`src/dstwr_pkg.sv`:
```
// Shared types, codes and constants of the double-sided two-way ranging engine.
package dstwr_pkg;

    localparam int PEER_COUNT_DEF = 16;
    localparam int STAMP_BITS_DEF = 40;

    localparam int PEER_W   = 4;
    localparam int TIME_W   = 40;
    localparam int FLIGHT_W = 48;
    localparam int DIST_W   = 32;
    localparam int MM_W     = 32;
    localparam int FRAC_W   = 8;

    localparam int IN_TDATA_W  = 128;
    localparam int IN_TUSER_W  = 3;
    localparam int OUT_TDATA_W = 208;
    localparam int OUT_TUSER_W = 4;

    localparam int CFG_INDEX_W = 1;
    localparam int CFG_DATA_W  = 40;

    localparam logic [CFG_INDEX_W-1:0] REG_ANSWER_DELAY = 1'd0;
    localparam logic [CFG_INDEX_W-1:0] REG_MM_PER_TICK  = 1'd1;

    localparam logic [TIME_W-1:0] ANSWER_DELAY_RST = '0;
    localparam logic [MM_W-1:0]   MM_PER_TICK_RST  = 32'd78709919;

    localparam logic OP_TX = 1'b0;
    localparam logic OP_RX = 1'b1;

    localparam logic [1:0] FK_PING     = 2'd0;
    localparam logic [1:0] FK_ANCHOR   = 2'd1;
    localparam logic [1:0] FK_BEACON   = 2'd2;
    localparam logic [1:0] FK_TRANSFER = 2'd3;

    localparam logic [1:0] ACT_ANSWER   = 2'd0;
    localparam logic [1:0] ACT_TRANSFER = 2'd1;
    localparam logic [1:0] ACT_RESULT   = 2'd2;

    localparam logic AK_ANCHOR = 1'b0;
    localparam logic AK_BEACON = 1'b1;

    // Stamp slots of one peer row: three initiator stamps, then three responder stamps.
    localparam int SLOTS   = 6;
    localparam int SLOT_I0 = 0;
    localparam int SLOT_I1 = 1;
    localparam int SLOT_I2 = 2;
    localparam int SLOT_R0 = 3;
    localparam int SLOT_R1 = 4;
    localparam int SLOT_R2 = 5;

    typedef struct packed {
        logic [1:0]                 action;
        logic [PEER_W-1:0]          target;
        logic                       answer_kind;
        logic [TIME_W-1:0]          send_time;
        logic [TIME_W-1:0]          reply_interval;
        logic [TIME_W-1:0]          round_interval;
        logic signed [FLIGHT_W-1:0] flight_time_q8;
        logic signed [DIST_W-1:0]   distance_mm;
        logic                       divide_error;
    } t_result;

    typedef struct packed {
        logic busy;
        logic div_error;
    } t_tof_stat;

endpackage

```
`src/dstwr_stamp_mem.sv`:
```
// Per-peer timestamp store with one valid bit per row; an unwritten row reads as zero.
module dstwr_stamp_mem #(
    parameter int PEER_COUNT = dstwr_pkg::PEER_COUNT_DEF,
    parameter int STAMP_BITS = dstwr_pkg::STAMP_BITS_DEF
) (
    input  logic                                              i_clk,
    input  logic                                              i_rst_n,
    input  logic                                              i_rd_en,
    input  logic [$clog2(PEER_COUNT)-1:0]                     i_rd_addr,
    output logic [dstwr_pkg::SLOTS-1:0][STAMP_BITS-1:0]       o_rd_row,
    input  logic                                              i_wr_en,
    input  logic [$clog2(PEER_COUNT)-1:0]                     i_wr_addr,
    input  logic [dstwr_pkg::SLOTS-1:0][STAMP_BITS-1:0]       i_wr_row
);

    logic [dstwr_pkg::SLOTS-1:0][STAMP_BITS-1:0] r_mem [PEER_COUNT];
    logic [dstwr_pkg::SLOTS-1:0][STAMP_BITS-1:0] r_rd_data;
    logic [PEER_COUNT-1:0]                       r_row_valid;
    logic                                        r_rd_valid;

    always_ff @(posedge i_clk) begin
        if (i_wr_en) begin
            r_mem[i_wr_addr] <= i_wr_row;
        end
        if (i_rd_en) begin
            r_rd_data <= r_mem[i_rd_addr];
        end
    end

    always_ff @(posedge i_clk) begin
        if (!i_rst_n) begin
            r_row_valid <= '0;
            r_rd_valid  <= 1'b0;
        end else begin
            if (i_wr_en) begin
                r_row_valid[i_wr_addr] <= 1'b1;
            end
            if (i_rd_en) begin
                r_rd_valid <= r_row_valid[i_rd_addr];
            end
        end
    end

    assign o_rd_row = r_rd_valid ? r_rd_data : '0;

endmodule

```
`config.mk`:
```
export PLATFORM = sky130hd
export DESIGN_NAME = dstwr_stamp_mem
export DESIGN_NICKNAME = d
export VERILOG_FILES = /design/src/dstwr_pkg.sv /design/src/dstwr_stamp_mem.sv
export SDC_FILE = /design/constraint.sdc
export NUM_CORES = 2
export LEC_CHECK = 0
export BUFFER_PORTS_ARGS = -buffer_cell sky130_fd_sc_hd__buf_2
export CORE_MARGIN = 2
export CORE_UTILIZATION = 45
export DETAILED_ROUTE_END_ITERATION = 10
export GPL_TIMING_DRIVEN = 1
export HOLD_SLACK_MARGIN = 0.05
export PLACE_DENSITY = 0.62
export SLEW_MARGIN = 15
export SYNTH_ARGS = -nofsm -noshare
export SYNTH_HDL_FRONTEND = slang
export SYNTH_SLANG_ARGS = --single-unit
```
`constraint.sdc`:
```
create_clock -name i_clk -period 25.4 [get_ports i_clk]
set_input_delay 6.35 -clock i_clk [delete_from_list [all_inputs] [get_ports i_clk]]
set_output_delay 6.35 -clock i_clk [all_outputs]
set_load 0.05 [all_outputs]
```
==> metrics.txt <==
worst r2r path cells=4; crit end category=flop; Clk pin slew, worst setup/hold paths=0.06 ns; fin crit period=10.82 ns; Top Metal Used=met5; residual DRC count=0; fin cells=11800; cell count after placement=11000; post-route setup TNS=0 ns; postcts setup bufs=0; total global-route track usage=0.208; CP Depth=7; worst-path cell chain=buf_12, buf_4, buf_4, buf_4, buf_4, mux4_2, mux4_2; largest net degree at the start of global routing=136; EDFF count, synth=4080; Netlist cell types=25; Initial Utilization=0.452; Pins Over Slew Limit=0; DR WL/cell=31.0 um; H-tree depth=5; Top Family by Delay on Critical Path=buffers and inverters; drt total wl=364 mm; top-level I/O count=492; Clock Sinks=4097; total CTS buffers=414; Die H=588 um; Max-slew headroom=0.197; first-pass GRT wire length=518 mm; vias in the first global route=71300; crit path max-delay cell type=buf_4; register area share after synthesis=0.800; Max Cap Viol=0; skew final=0.0501 ns; antenna-violating nets left=0; maximum fanout along the worst path=81; Peak VDD IR=74.5 uV; Async SR Flop Fraction=0; Mapped Cells=6103; Worst R2R Start=r_mem[2][76]; root buffer cell=clkbuf_16; hold wc startpoint=r_row_valid[4]; post-CTS sizing=0; area grow syn2layout=14.0%; CP startpoint=i_rd_addr[0]; CTS Hold Bufs=0; hold crit path type=reg -> reg; Die X=588 um; WP data required=26.10 ns; Worst-Skew Late Latency=0.96 ns; synth warn=0; Leakage Power=55.6 nW; Fin. Hold Viols=0; Clock Tree Buf Depth=4; vias post-DR=68700; die area=0.346 sq mm; Initial DRC Count=7151; routed wl met2=181 mm; Slew @ Worst Pin=1.20 ns; First-pass DRT Iterations=5; unrepaired setup endpoints after global routing=false; fmax=0.0925 GHz; final global-route overflow total=0; Main synth FF type=edfxtp_1; overall power=14.3 mW; CP max stage delay=0.88 ns; Net Count, Synth=6355; status=complete, no violations; endpoints failing setup=0; initial antenna violation count=125; Layout Nets=7093; Critical Path End=r_rd_data[71]; CP Launch Type=input pin; CTS tree=built; Buf/Inv on CP=5; Most Frequent Cell on Critical Path=buf_4; DR vias/cell=5.84; Met3 Wirelength=27.0 mm; input/output buffers=491; Rows=214; WP data arrival=11.52 ns; Critical R2R Capture=r_rd_data[76]; Final GP Congestion=0.727; DP HPWL=182 mm; WS Path Type=in -> reg; total power per unit cell area=81.6 mW/mm^2; core box area=0.340 sq mm; met1 WL=147 mm; syn_area_per_cell=25.2 sq um; Tcrit/Tclk final=0.426; Yosys reg bits=4097; Reg2Reg Setup Slack=23.66 ns; Synth Cell Area=0.154 sq mm; proportion of layout cells with a drive suffix above 1=0.331
## layout by cell type (no fill, tap or decap), types with 5 or more instances in the layout
| cell type | count |
|---|---|
| nor2b_1 | 65 |
| edfxtp_1 | 4080 |
| nor2_4 | 12 |
| a211oi_1 | 64 |
| clkbuf_1 | 78 |
| o21a_1 | 16 |
| clkinv_2 | 76 |
| clkbuf_16 | 415 |
| buf_4 | 134 |
| inv_16 | 5 |
| mux4_2 | 1138 |
| dfxtp_1 | 16 |
| clkinv_1 | 97 |
| buf_12 | 16 |
| bufinv_16 | 36 |
| clkinvlp_4 | 10 |
| clkinv_8 | 5 |
| buf_2 | 486 |
| and2_1 | 240 |
| mux2i_1 | 68 |
| inv_6 | 10 |
| clkinv_16 | 14 |
| diode_2 | 44 |
| a21oi_1 | 64 |
## power by group
| part | total, mW | leakage, nW | switching [mW] | internal, mW |
|---|---|---|---|---|
| clock network | 5.96 | 6.49 | 2.57 | 3.39 |
| registers | 7.66 | 37.2 | 0.0446 | 7.62 |
| logic | 0.687 | 11.9 | 0.413 | 0.274 |
| total | 14.3 | 55.6 | 3.02 | 11.3 |
## metal layers
layer	vias to the layer above	track usage
met5	-	0
met4	68	0.0565
met3	616	0.0437
met2	2507	0.343
met1	37600	0.284
li1	27900	-
## sequential cells by signal, summed over array words and instances, names as in the netlist
| register | cells |
|---|---|
| r_rd_valid | 1 |
| r_row_valid | 16 |
| r_mem | 3840 |
| r_rd_data | 240 |
## stage by stage
stage          worst slack [ns]  utilization  cell area (sq um)  hold WS (ns)
2_1_floorplan              1.20            -             154000         0.435
3_3_place_gp              13.38        0.476             162000         0.442
3_5_place_dp              13.33        0.476             162000         0.453
4_1_cts                   14.41        0.515             175000         0.467
5_1_grt                   14.03        0.515             175000         0.485
6_report                  14.58        0.516             175000         0.467
## logic make-up (layout without fill, tap and decap cells)
family,Yosys count,count (layout),synth area share
and+or+nand+nor,333,333,0.0133
other,0,44,0
DFF,4097,4097,0.800
AOI/OAI and AO/OA,148,148,0.00621
muxes,1206,1206,0.171
buffers and inverters,319,1394,0.00966
## cell type report
cell class / count / area [sq um]
multi-input combinational: 1687 / 29400
timing repair buffer: 640 / 3820
inverter: 1 / 3.75
fill: 25900 / 165000
antenna: 44 / 110
clock inverter: 256 / 2620
sequential: 4097 / 123000
tap: 4536 / 5680
clock buffer: 497 / 10700
## synthesized netlist by cell type, types with 6 or more instances
| library cell | number | share of area |
|---|---|---|
| edfxtp_1 | 4080 | 0.80 |
| mux4_2 | 1138 | 0.17 |
| and2_1 | 240 | 0.0098 |
| clkbuf_1 | 155 | 0.0038 |
| buf_2 | 106 | 0.0035 |
| mux2i_1 | 68 | 0.0044 |
| nor2b_1 | 65 | 0.0026 |
| a211oi_1 | 64 | 0.0031 |
| a21oi_1 | 64 | 0.0021 |
| buf_4 | 29 | 0.0014 |
| buf_1 | 22 | 0.00054 |
| dfxtp_1 | 17 | 0.0022 |
| o21a_1 | 16 | 0.00078 |
| nor2_1 | 14 | 0.00034 |
| buf_6 | 6 | 0.00044 |
## worst min-delay path by stage
stage                      endpoint  slack, ns  cells past startpoint
detailed placement   r_row_valid[6]       0.45                      1
floorplan           r_row_valid[14]       0.44                      1
CTS                  r_row_valid[6]       0.47                      1
global placement    r_row_valid[15]       0.44                      1
finish               r_row_valid[4]       0.47                      1
global route         r_row_valid[4]       0.49                      1
(Power assumes the default switching activity.)
