**config.mk**
```make
export PLATFORM = sky130hd
export DESIGN_NAME = dstwr_tof_unit
export DESIGN_NICKNAME = d
export VERILOG_FILES = /design/src/dstwr_pkg.sv /design/src/dstwr_tof_unit.sv
export SDC_FILE = /design/constraint.sdc
export NUM_CORES = 2
export LEC_CHECK = 0
export BUFFER_PORTS_ARGS = -buffer_cell sky130_fd_sc_hd__buf_2
export CAP_MARGIN = 20
export CORE_ASPECT_RATIO = 2
export CORE_UTILIZATION = 50
export DETAILED_ROUTE_END_ITERATION = 6
export HOLD_SLACK_MARGIN = 0.03
export PLACE_DENSITY = 0.65
export SLEW_MARGIN = 10
export SYNTH_ARGS = -nofsm -noshare
export SYNTH_HDL_FRONTEND = slang
export SYNTH_SLANG_ARGS = --single-unit
```
**constraint.sdc**
```tcl
create_clock -name i_clk -period 9.7 [get_ports i_clk]
set_input_delay 1.94 -clock i_clk [delete_from_list [all_inputs] [get_ports i_clk]]
set_output_delay 1.94 -clock i_clk [all_outputs]
set_load 0.005 [all_outputs]
```
**src/dstwr_pkg.sv**
```systemverilog
// Shared types, codes and constants of the double-sided two-way ranging engine.
package dstwr_pkg;

    localparam int PEER_COUNT_DEF = 16;
    localparam int STAMP_BITS_DEF = 40;

    localparam int PEER_W   = 4;
    localparam int TIME_W   = 40;
    localparam int FLIGHT_W = 48;
    localparam int DIST_W   = 32;
    localparam int MM_W     = 32;
    localparam int FRAC_W   = 8;

    localparam int IN_TDATA_W  = 128;
    localparam int IN_TUSER_W  = 3;
    localparam int OUT_TDATA_W = 208;
    localparam int OUT_TUSER_W = 4;

    localparam int CFG_INDEX_W = 1;
    localparam int CFG_DATA_W  = 40;

    localparam logic [CFG_INDEX_W-1:0] REG_ANSWER_DELAY = 1'd0;
    localparam logic [CFG_INDEX_W-1:0] REG_MM_PER_TICK  = 1'd1;

    localparam logic [TIME_W-1:0] ANSWER_DELAY_RST = '0;
    localparam logic [MM_W-1:0]   MM_PER_TICK_RST  = 32'd78709919;

    localparam logic OP_TX = 1'b0;
    localparam logic OP_RX = 1'b1;

    localparam logic [1:0] FK_PING     = 2'd0;
    localparam logic [1:0] FK_ANCHOR   = 2'd1;
    localparam logic [1:0] FK_BEACON   = 2'd2;
    localparam logic [1:0] FK_TRANSFER = 2'd3;

    localparam logic [1:0] ACT_ANSWER   = 2'd0;
    localparam logic [1:0] ACT_TRANSFER = 2'd1;
    localparam logic [1:0] ACT_RESULT   = 2'd2;

    localparam logic AK_ANCHOR = 1'b0;
    localparam logic AK_BEACON = 1'b1;

    // Stamp slots of one peer row: three initiator stamps, then three responder stamps.
    localparam int SLOTS   = 6;
    localparam int SLOT_I0 = 0;
    localparam int SLOT_I1 = 1;
    localparam int SLOT_I2 = 2;
    localparam int SLOT_R0 = 3;
    localparam int SLOT_R1 = 4;
    localparam int SLOT_R2 = 5;

    typedef struct packed {
        logic [1:0]                 action;
        logic [PEER_W-1:0]          target;
        logic                       answer_kind;
        logic [TIME_W-1:0]          send_time;
        logic [TIME_W-1:0]          reply_interval;
        logic [TIME_W-1:0]          round_interval;
        logic signed [FLIGHT_W-1:0] flight_time_q8;
        logic signed [DIST_W-1:0]   distance_mm;
        logic                       divide_error;
    } t_result;

    typedef struct packed {
        logic busy;
        logic div_error;
    } t_tof_stat;

endpackage

```
**src/dstwr_tof_unit.sv**
```systemverilog
// Sequenced time-of-flight unit: shared 64x16 multiplier, bit-serial divider and rounding.
module dstwr_tof_unit #(
    parameter int STAMP_BITS = dstwr_pkg::STAMP_BITS_DEF
) (
    input  logic                                  i_clk,
    input  logic                                  i_rst_n,
    input  logic                                  i_start,
    input  logic [STAMP_BITS-1:0]                 i_round1,
    input  logic [STAMP_BITS-1:0]                 i_reply2,
    input  logic [STAMP_BITS-1:0]                 i_reply1,
    input  logic [STAMP_BITS-1:0]                 i_round2,
    input  logic [dstwr_pkg::MM_W-1:0]            i_mm,
    output dstwr_pkg::t_tof_stat                  o_stat,
    output logic signed [dstwr_pkg::FLIGHT_W-1:0] o_flight,
    output logic signed [dstwr_pkg::DIST_W-1:0]   o_distance
);

    localparam int PROD_W     = 2 * STAMP_BITS;
    localparam int QW         = PROD_W + dstwr_pkg::FRAC_W;
    localparam int DEN_W      = STAMP_BITS + 2;
    localparam int REM_W      = STAMP_BITS + 3;
    localparam int CNT_W      = $clog2(QW + 1);
    localparam int DIG_W      = 16;
    localparam int MUL_DIGITS = 3;
    localparam int MB_W       = DIG_W * MUL_DIGITS;
    localparam int MA_W       = 64;
    localparam int ACC_W      = MA_W + MB_W;
    localparam int DQ_W       = 63;
    localparam int DPROD_W    = DQ_W + dstwr_pkg::MM_W;
    localparam int DSUM_W     = DPROD_W + 1;
    localparam int FW         = dstwr_pkg::FLIGHT_W;
    localparam int DW         = dstwr_pkg::DIST_W;

    localparam logic [DSUM_W-1:0] DIST_HALF = DSUM_W'(1) << 31;
    localparam logic [FW-1:0] FLIGHT_POS_LIM = {1'b0, {(FW-1){1'b1}}};
    localparam logic [FW-1:0] FLIGHT_NEG_LIM = {1'b1, {(FW-1){1'b0}}};
    localparam logic [DW-1:0] DIST_POS_LIM   = {1'b0, {(DW-1){1'b1}}};
    localparam logic [DW-1:0] DIST_NEG_LIM   = {1'b1, {(DW-1){1'b0}}};

    localparam logic [2:0] T_IDLE = 3'd0;
    localparam logic [2:0] T_MUL  = 3'd1;
    localparam logic [2:0] T_SUB  = 3'd2;
    localparam logic [2:0] T_ABS  = 3'd3;
    localparam logic [2:0] T_DIV  = 3'd4;
    localparam logic [2:0] T_RND  = 3'd5;
    localparam logic [2:0] T_DIST = 3'd6;

    localparam logic [1:0] PH_ROUND = 2'd0;
    localparam logic [1:0] PH_REPLY = 2'd1;
    localparam logic [1:0] PH_DIST  = 2'd2;

    logic [2:0]                 r_state, n_state;
    logic [1:0]                 r_phase;
    logic [CNT_W-1:0]           r_cnt;
    logic [STAMP_BITS-1:0]      r_round1, r_reply1, r_reply2;
    logic [DEN_W-1:0]           r_den;
    logic [MB_W-1:0]            r_b;
    logic [MA_W+DIG_W-1:0]      r_prod;
    logic [ACC_W-1:0]           r_acc;
    logic [PROD_W-1:0]          r_prod_a;
    logic [PROD_W:0]            r_diff;
    logic                       r_neg;
    logic [QW-1:0]              r_num;
    logic [REM_W-1:0]           r_rem;
    logic                       r_dsat;
    logic                       r_div_err;
    logic signed [FW-1:0]       r_flight;
    logic signed [DW-1:0]       r_distance;

    logic [DEN_W-1:0]  den;
    logic              den_zero;
    logic [MA_W-1:0]   mul_a;
    logic [DIG_W-1:0]  digit;
    logic [ACC_W-1:0]  acc_next;
    logic              mul_last;
    logic              mul_issue;
    logic [REM_W-1:0]  rem_sh;
    logic              rem_ge;
    logic              div_last;
    logic [PROD_W-1:0] mag;
    logic              round_up;
    logic [QW-1:0]     q_rnd;
    logic [FW-1:0]     f_lim, f_mag, f_val;
    logic [DSUM_W-1:0] d_sum;
    logic [63:0]       d_scaled;
    logic [DW-1:0]     d_lim, d_mag, d_val;

    always_comb begin
        den = DEN_W'(i_round1) + DEN_W'(i_round2) + DEN_W'(i_reply1) + DEN_W'(i_reply2);
        den_zero = (den == '0);
        case (r_phase)
            PH_ROUND: mul_a = MA_W'(r_round1);
            PH_REPLY: mul_a = MA_W'(r_reply1);
            default:  mul_a = MA_W'(r_num[DQ_W-1:0]);
        endcase
        digit     = r_b[MB_W-1 -: DIG_W];
        acc_next  = {r_acc[ACC_W-DIG_W-1:0], {DIG_W{1'b0}}} + ACC_W'(r_prod);
        mul_last  = (r_cnt == CNT_W'(MUL_DIGITS));
        mul_issue = (r_cnt < CNT_W'(MUL_DIGITS));
        rem_sh    = {r_rem[REM_W-2:0], r_num[QW-1]};
        rem_ge    = (rem_sh >= REM_W'(r_den));
        div_last  = (r_cnt == CNT_W'(QW - 1));
        mag       = r_diff[PROD_W] ? PROD_W'(~r_diff + 1'b1) : r_diff[PROD_W-1:0];
        round_up  = ({r_rem, 1'b0} >= (REM_W + 1)'(r_den));
        q_rnd     = r_num + QW'(round_up);

        f_lim = r_neg ? FLIGHT_NEG_LIM : FLIGHT_POS_LIM;
        f_mag = (r_num > QW'(f_lim)) ? f_lim : r_num[FW-1:0];
        f_val = r_neg ? (~f_mag + 1'b1) : f_mag;

        d_sum    = DSUM_W'(r_acc[DPROD_W-1:0]) + DIST_HALF;
        d_scaled = 64'(d_sum[DSUM_W-1:32]);
        d_lim    = r_neg ? DIST_NEG_LIM : DIST_POS_LIM;
        d_mag    = (r_dsat || d_scaled > 64'(d_lim)) ? d_lim : d_scaled[DW-1:0];
        d_val    = r_neg ? (~d_mag + 1'b1) : d_mag;
    end

    always_comb begin
        n_state = r_state;
        case (r_state)
            T_IDLE: begin
                if (i_start && !den_zero) begin
                    n_state = T_MUL;
                end
            end
            T_MUL: begin
                if (mul_last) begin
                    case (r_phase)
                        PH_ROUND: n_state = T_MUL;
                        PH_REPLY: n_state = T_SUB;
                        default:  n_state = T_DIST;
                    endcase
                end
            end
            T_SUB:   n_state = T_ABS;
            T_ABS:   n_state = T_DIV;
            T_DIV: begin
                if (div_last) begin
                    n_state = T_RND;
                end
            end
            T_RND:   n_state = T_MUL;
            T_DIST:  n_state = T_IDLE;
            default: n_state = T_IDLE;
        endcase
    end

    always_ff @(posedge i_clk) begin
        if (!i_rst_n) begin
            r_state <= T_IDLE;
            r_phase <= PH_ROUND;
            r_cnt   <= '0;
        end else begin
            r_state <= n_state;
            case (r_state)
                T_IDLE: begin
                    r_phase <= PH_ROUND;
                    r_cnt   <= '0;
                end
                T_MUL: begin
                    if (mul_last) begin
                        r_cnt   <= '0;
                        r_phase <= r_phase + 2'd1;
                    end else begin
                        r_cnt <= r_cnt + 1'b1;
                    end
                end
                T_ABS:   r_cnt <= '0;
                T_DIV:   r_cnt <= r_cnt + 1'b1;
                T_RND: begin
                    r_phase <= PH_DIST;
                    r_cnt   <= '0;
                end
                default: r_cnt <= r_cnt;
            endcase
        end
    end

    always_ff @(posedge i_clk) begin
        case (r_state)
            T_IDLE: begin
                if (i_start) begin
                    r_round1   <= i_round1;
                    r_reply1   <= i_reply1;
                    r_reply2   <= i_reply2;
                    r_den      <= den;
                    r_b        <= MB_W'(i_round2);
                    r_div_err  <= den_zero;
                    r_flight   <= '0;
                    r_distance <= '0;
                end
            end
            T_MUL: begin
                if (mul_issue) begin
                    r_prod <= mul_a * digit;
                    r_b    <= {r_b[MB_W-DIG_W-1:0], {DIG_W{1'b0}}};
                end
                if (r_cnt == '0) begin
                    r_acc <= '0;
                end else begin
                    r_acc <= acc_next;
                end
                if (r_phase == PH_REPLY && r_cnt == '0) begin
                    r_prod_a <= r_acc[PROD_W-1:0];
                end
                if (mul_last && r_phase == PH_ROUND) begin
                    r_b <= MB_W'(r_reply2);
                end
            end
            T_SUB: begin
                r_diff <= {1'b0, r_prod_a} - {1'b0, r_acc[PROD_W-1:0]};
            end
            T_ABS: begin
                r_neg <= r_diff[PROD_W];
                r_num <= {mag, {dstwr_pkg::FRAC_W{1'b0}}};
                r_rem <= '0;
            end
            T_DIV: begin
                r_rem <= rem_ge ? (rem_sh - REM_W'(r_den)) : rem_sh;
                r_num <= {r_num[QW-2:0], rem_ge};
            end
            T_RND: begin
                r_num  <= q_rnd;
                r_dsat <= |q_rnd[QW-1:DQ_W];
                r_b    <= MB_W'(i_mm);
            end
            T_DIST: begin
                r_flight   <= f_val;
                r_distance <= d_val;
            end
            default: begin
                r_num <= r_num;
            end
        endcase
    end

    assign o_stat.busy      = (r_state != T_IDLE);
    assign o_stat.div_error = r_div_err;
    assign o_flight         = r_flight;
    assign o_distance       = r_distance;

endmodule
```
==> results.toml <==
[setup_path]
timing.rr.start = "r_phase[1]$_SDFFE_PN0P_"
crit_arrival_ns = 9.71
max_stage_delay_ns = 0.70
critPathMaxFanout = 27
crit_required_ns = 10.17
worstSetupPathType = "flop to flop"
crit_slowest_cell = "fa_1"
startpoint = "r_phase[1]$_SDFFE_PN0P_"
path_common_cell = "fa_1"
critPathLaunchType = "flop"
worst_setup_path_end_kind = "flop"

[placement]
pre_cts_ws_ns = 0.322
detailed_place_hpwl_mm = 265
portBuffers = 276
place.gp.congestion = 1.09

[sta]
worst_pin_slew_ns = 1.21
skew_ns = 0.0720
maxSlewViolCount = 0
slew-limit-headroom_pct = 18.6
layout_setup_ws_ns = 0.462
final_hold_viol_count = 0
fmax_mhz = 108
min_period_ns = 9.24
fin_tns_setup_ns = 0
rsz0062_at_grt = "no"
finalSetupViolCount = 0
holdWs_ns = 0.480
finalCritPeriodShare_pct = 95.2

[power]
peakVddDrop_v = 0.000775
p_leak_nw = 39.9
internal-power_mw = 14.9
pwr-share-comb_pct = 71.8
switchingPower_mw = 15.8
power_frac_clock_pct = 11.7
seq_power_share_pct = 16.5
netSwitchingFraction_pct = 51.5
power.density_nw_per_um2 = 333

[synth]
syn_area_um2 = 85100
ys_types = 87
synth.ff_latch_count = 772
synth_area_leader_cell = "edfxtp_1"
synth.avg_cell_area_um2 = 9.20
synth.area.top_cells = "edfxtp_1 (27%), fa_1 (22%), ha_1 (7.0%), nand2_1 (5.3%), inv_1 (5.1%)"
synthArstFlopShare_pct = 0
yosys_warnings = 0
synth_seq_area_share_pct = 27.1
synth_cells = 9257
synthFlopType = "edfxtp_1"
synth_top_area_share_pct = 26.8
synth_nets = 10861
synth_edf_count = 760

[flow_run]
cap_violations = 0

[detailed_routing]
wire_per_inst_um = 28.5
vias = 71899
post-route-drc-count = 7
final_antenna_net_count = 0
wirelength_mm = 332
viasPerCell = 6.18
drtIter0Drc = 5658
drt-pass1-iter-count = 7

[global_routing]
grt_pass1_wl_mm = 487
grt_pass1_vias = 75534
grt-ovfl-total = 0
grtUsageTotal_pct = 38.9
grt_max_degree = 95
antenna_found_initial = 30

[final_layout]
seqCellArea_um2 = 23100
fill_cells = 15399
final_cell_mix = "nand2_1 (1191), inv_1 (1148), fa_1 (936)"
multiInputGateArea_um2 = 56000
syn2layout_area_growth_pct = 8.42
nets = 10906
final_common_cell = "nand2_1"
final_core_util_pct = 54.7
drive_gt1_share_pct = 7.98

[floorplan]
dieHeight_um = 586
dieArea_um2 = 172000
start_util_pct = 50.5
fp.dieW_um = 294
coreArea_um2 = 169000
ios = 277
fp-row-count = 213

[clock_tree]
postCtsHoldBufs = 0
cts_made_buffers = 78
cts_sinks = 772
tritoncts = "done"
clkSlewWorstSetupHoldPaths_ns = 0.07
root_buffer = "clkbuf_16"
worstSkewPairLatency_ns = 0.74
clockBufferDepth = 3
cts_max_level = 3

[outcome]
violations = "DRC"
outcome = "finished with violations"

[min_path]
holdCritPathClass = "flop to flop"
min-delay-start = "r_acc[4]$_SDFFCE_PN0P_"
[repair_timing]
item / 4_1_cts / 5_1_grt
setup buffers: 0 / 0
gates resized for setup: 0 / 14
setup endpoints to repair: 0 / 12
hold endpoints to repair: 0 / 0
[path summary, 6_finish.rpt]
check        slack [ns]  cells past startpoint                     to
max                0.46                     28   r_prod[74]$_DFFE_PP_
min                0.48                      0  r_prod_a[4]$_DFFE_PP_
max reg2reg        0.46                     28   r_prod[74]$_DFFE_PP_
min reg2reg        0.48                      0  r_prod_a[4]$_DFFE_PP_
[power groups by stage]
stage / Combinational [mW] / Clock, mW / Sequential (mW)
2_1_floorplan: 14.9 / 0 / 4.98
3_3_place_gp: 21.3 / 0 / 5.14
3_5_place_dp: 21.5 / 0 / 5.15
4_1_cts: 21.6 / 3.63 / 5.07
5_1_grt: 24.1 / 3.72 / 5.09
6_report: 22.1 / 3.60 / 5.08
[logic make-up (layout without fill, tap and decap cells)]
logic type               Yosys count  count (layout)  synth area share, %
other                              0              21                    0
multiplexers                      55              55                0.650
AO/OA/AOI/OAI                   1779            1779                 13.4
buffers and inverters           1685            1793                 7.45
XOR/XNOR                         466             466                 4.79
flip-flops                       772             772                 27.1
AND/OR/NAND/NOR                 3091            3091                 17.6
adder cells (fa/ha/maj)         1409            1409                 29.0
[cells in the mapped netlist, types with 61 or more instances]
cell type     n
a21oi_1     503
xnor2_1     267
o21bai_1     64
a22oi_1      66
xor2_1      199
fa_1        936
nor3_1      156
nand4_1     139
nand3_1     190
edfxtp_1    760
ha_1        473
and3_1      152
a31oi_1      72
and2_1      338
clkbuf_1    481
inv_1      1150
nand2_1    1203
a21o_1      218
nor2_1      482
o31ai_1      61
o21ai_0     370
nor4_1       77
[metal layers]
layer	track usage (%)	share of wire (%)	vias to the layer above
met4	45.8	14	14
li1	-	-	31540
met5	0	0.029	-
met2	68.4	50	3452
met1	34.4	29	35354
met3	7.53	6.0	1539
[stage by stage]
| step | area (µm²) | std cells | total power, mW |
|---|---|---|---|
| after floorplan | 85100 | 9257 | 19.9 |
| after global placement | 89100 | 11468 | 26.4 |
| after detailed placement | 89100 | 11469 | 26.6 |
| after CTS | 92000 | 11612 | 30.3 |
| after global routing | 92300 | 11637 | 33.0 |
| final | 92300 | 11643 | 30.8 |
[critical path: cells and delay by family (launching register included)]
family | cells | cell delay, ns
adders and majority gates | 8 | 4.02
and+or+nand+nor | 6 | 1.78
buffers and inverters | 6 | 0.66
xor gates and xnor gates | 1 | 0.16
DFF | 1 | 0.35
AOI/OAI and AO/OA | 7 | 1.98
[sequential cells by signal, summed over array words and instances, names as in the netlist]
| register | cells |
|---|---|
| r_phase | 2 |
| r_round1 | 40 |
| o_distance | 32 |
| r_diff | 81 |
| r_dsat | 1 |
| r_rem | 43 |
| r_den | 42 |
| r_state | 3 |
| r_acc | 95 |
| r_prod_a | 80 |
| r_reply2 | 40 |
| r_div_err | 1 |
| r_num | 88 |
| r_cnt | 7 |
| r_b | 48 |
| o_flight | 48 |
| r_prod | 80 |
| r_neg | 1 |
| r_reply1 | 40 |
[cell type report]
type	count	area share, %
multi-input cells	6800	60.7
flip-flops and latches	772	25.0
inverters	1153	4.70
repair buffers	497	3.33
well taps	2257	3.06
clock buffers	84	2.19
clock inverters	59	0.987
diodes	21	0.0569
(Power assumes the default switching activity.)
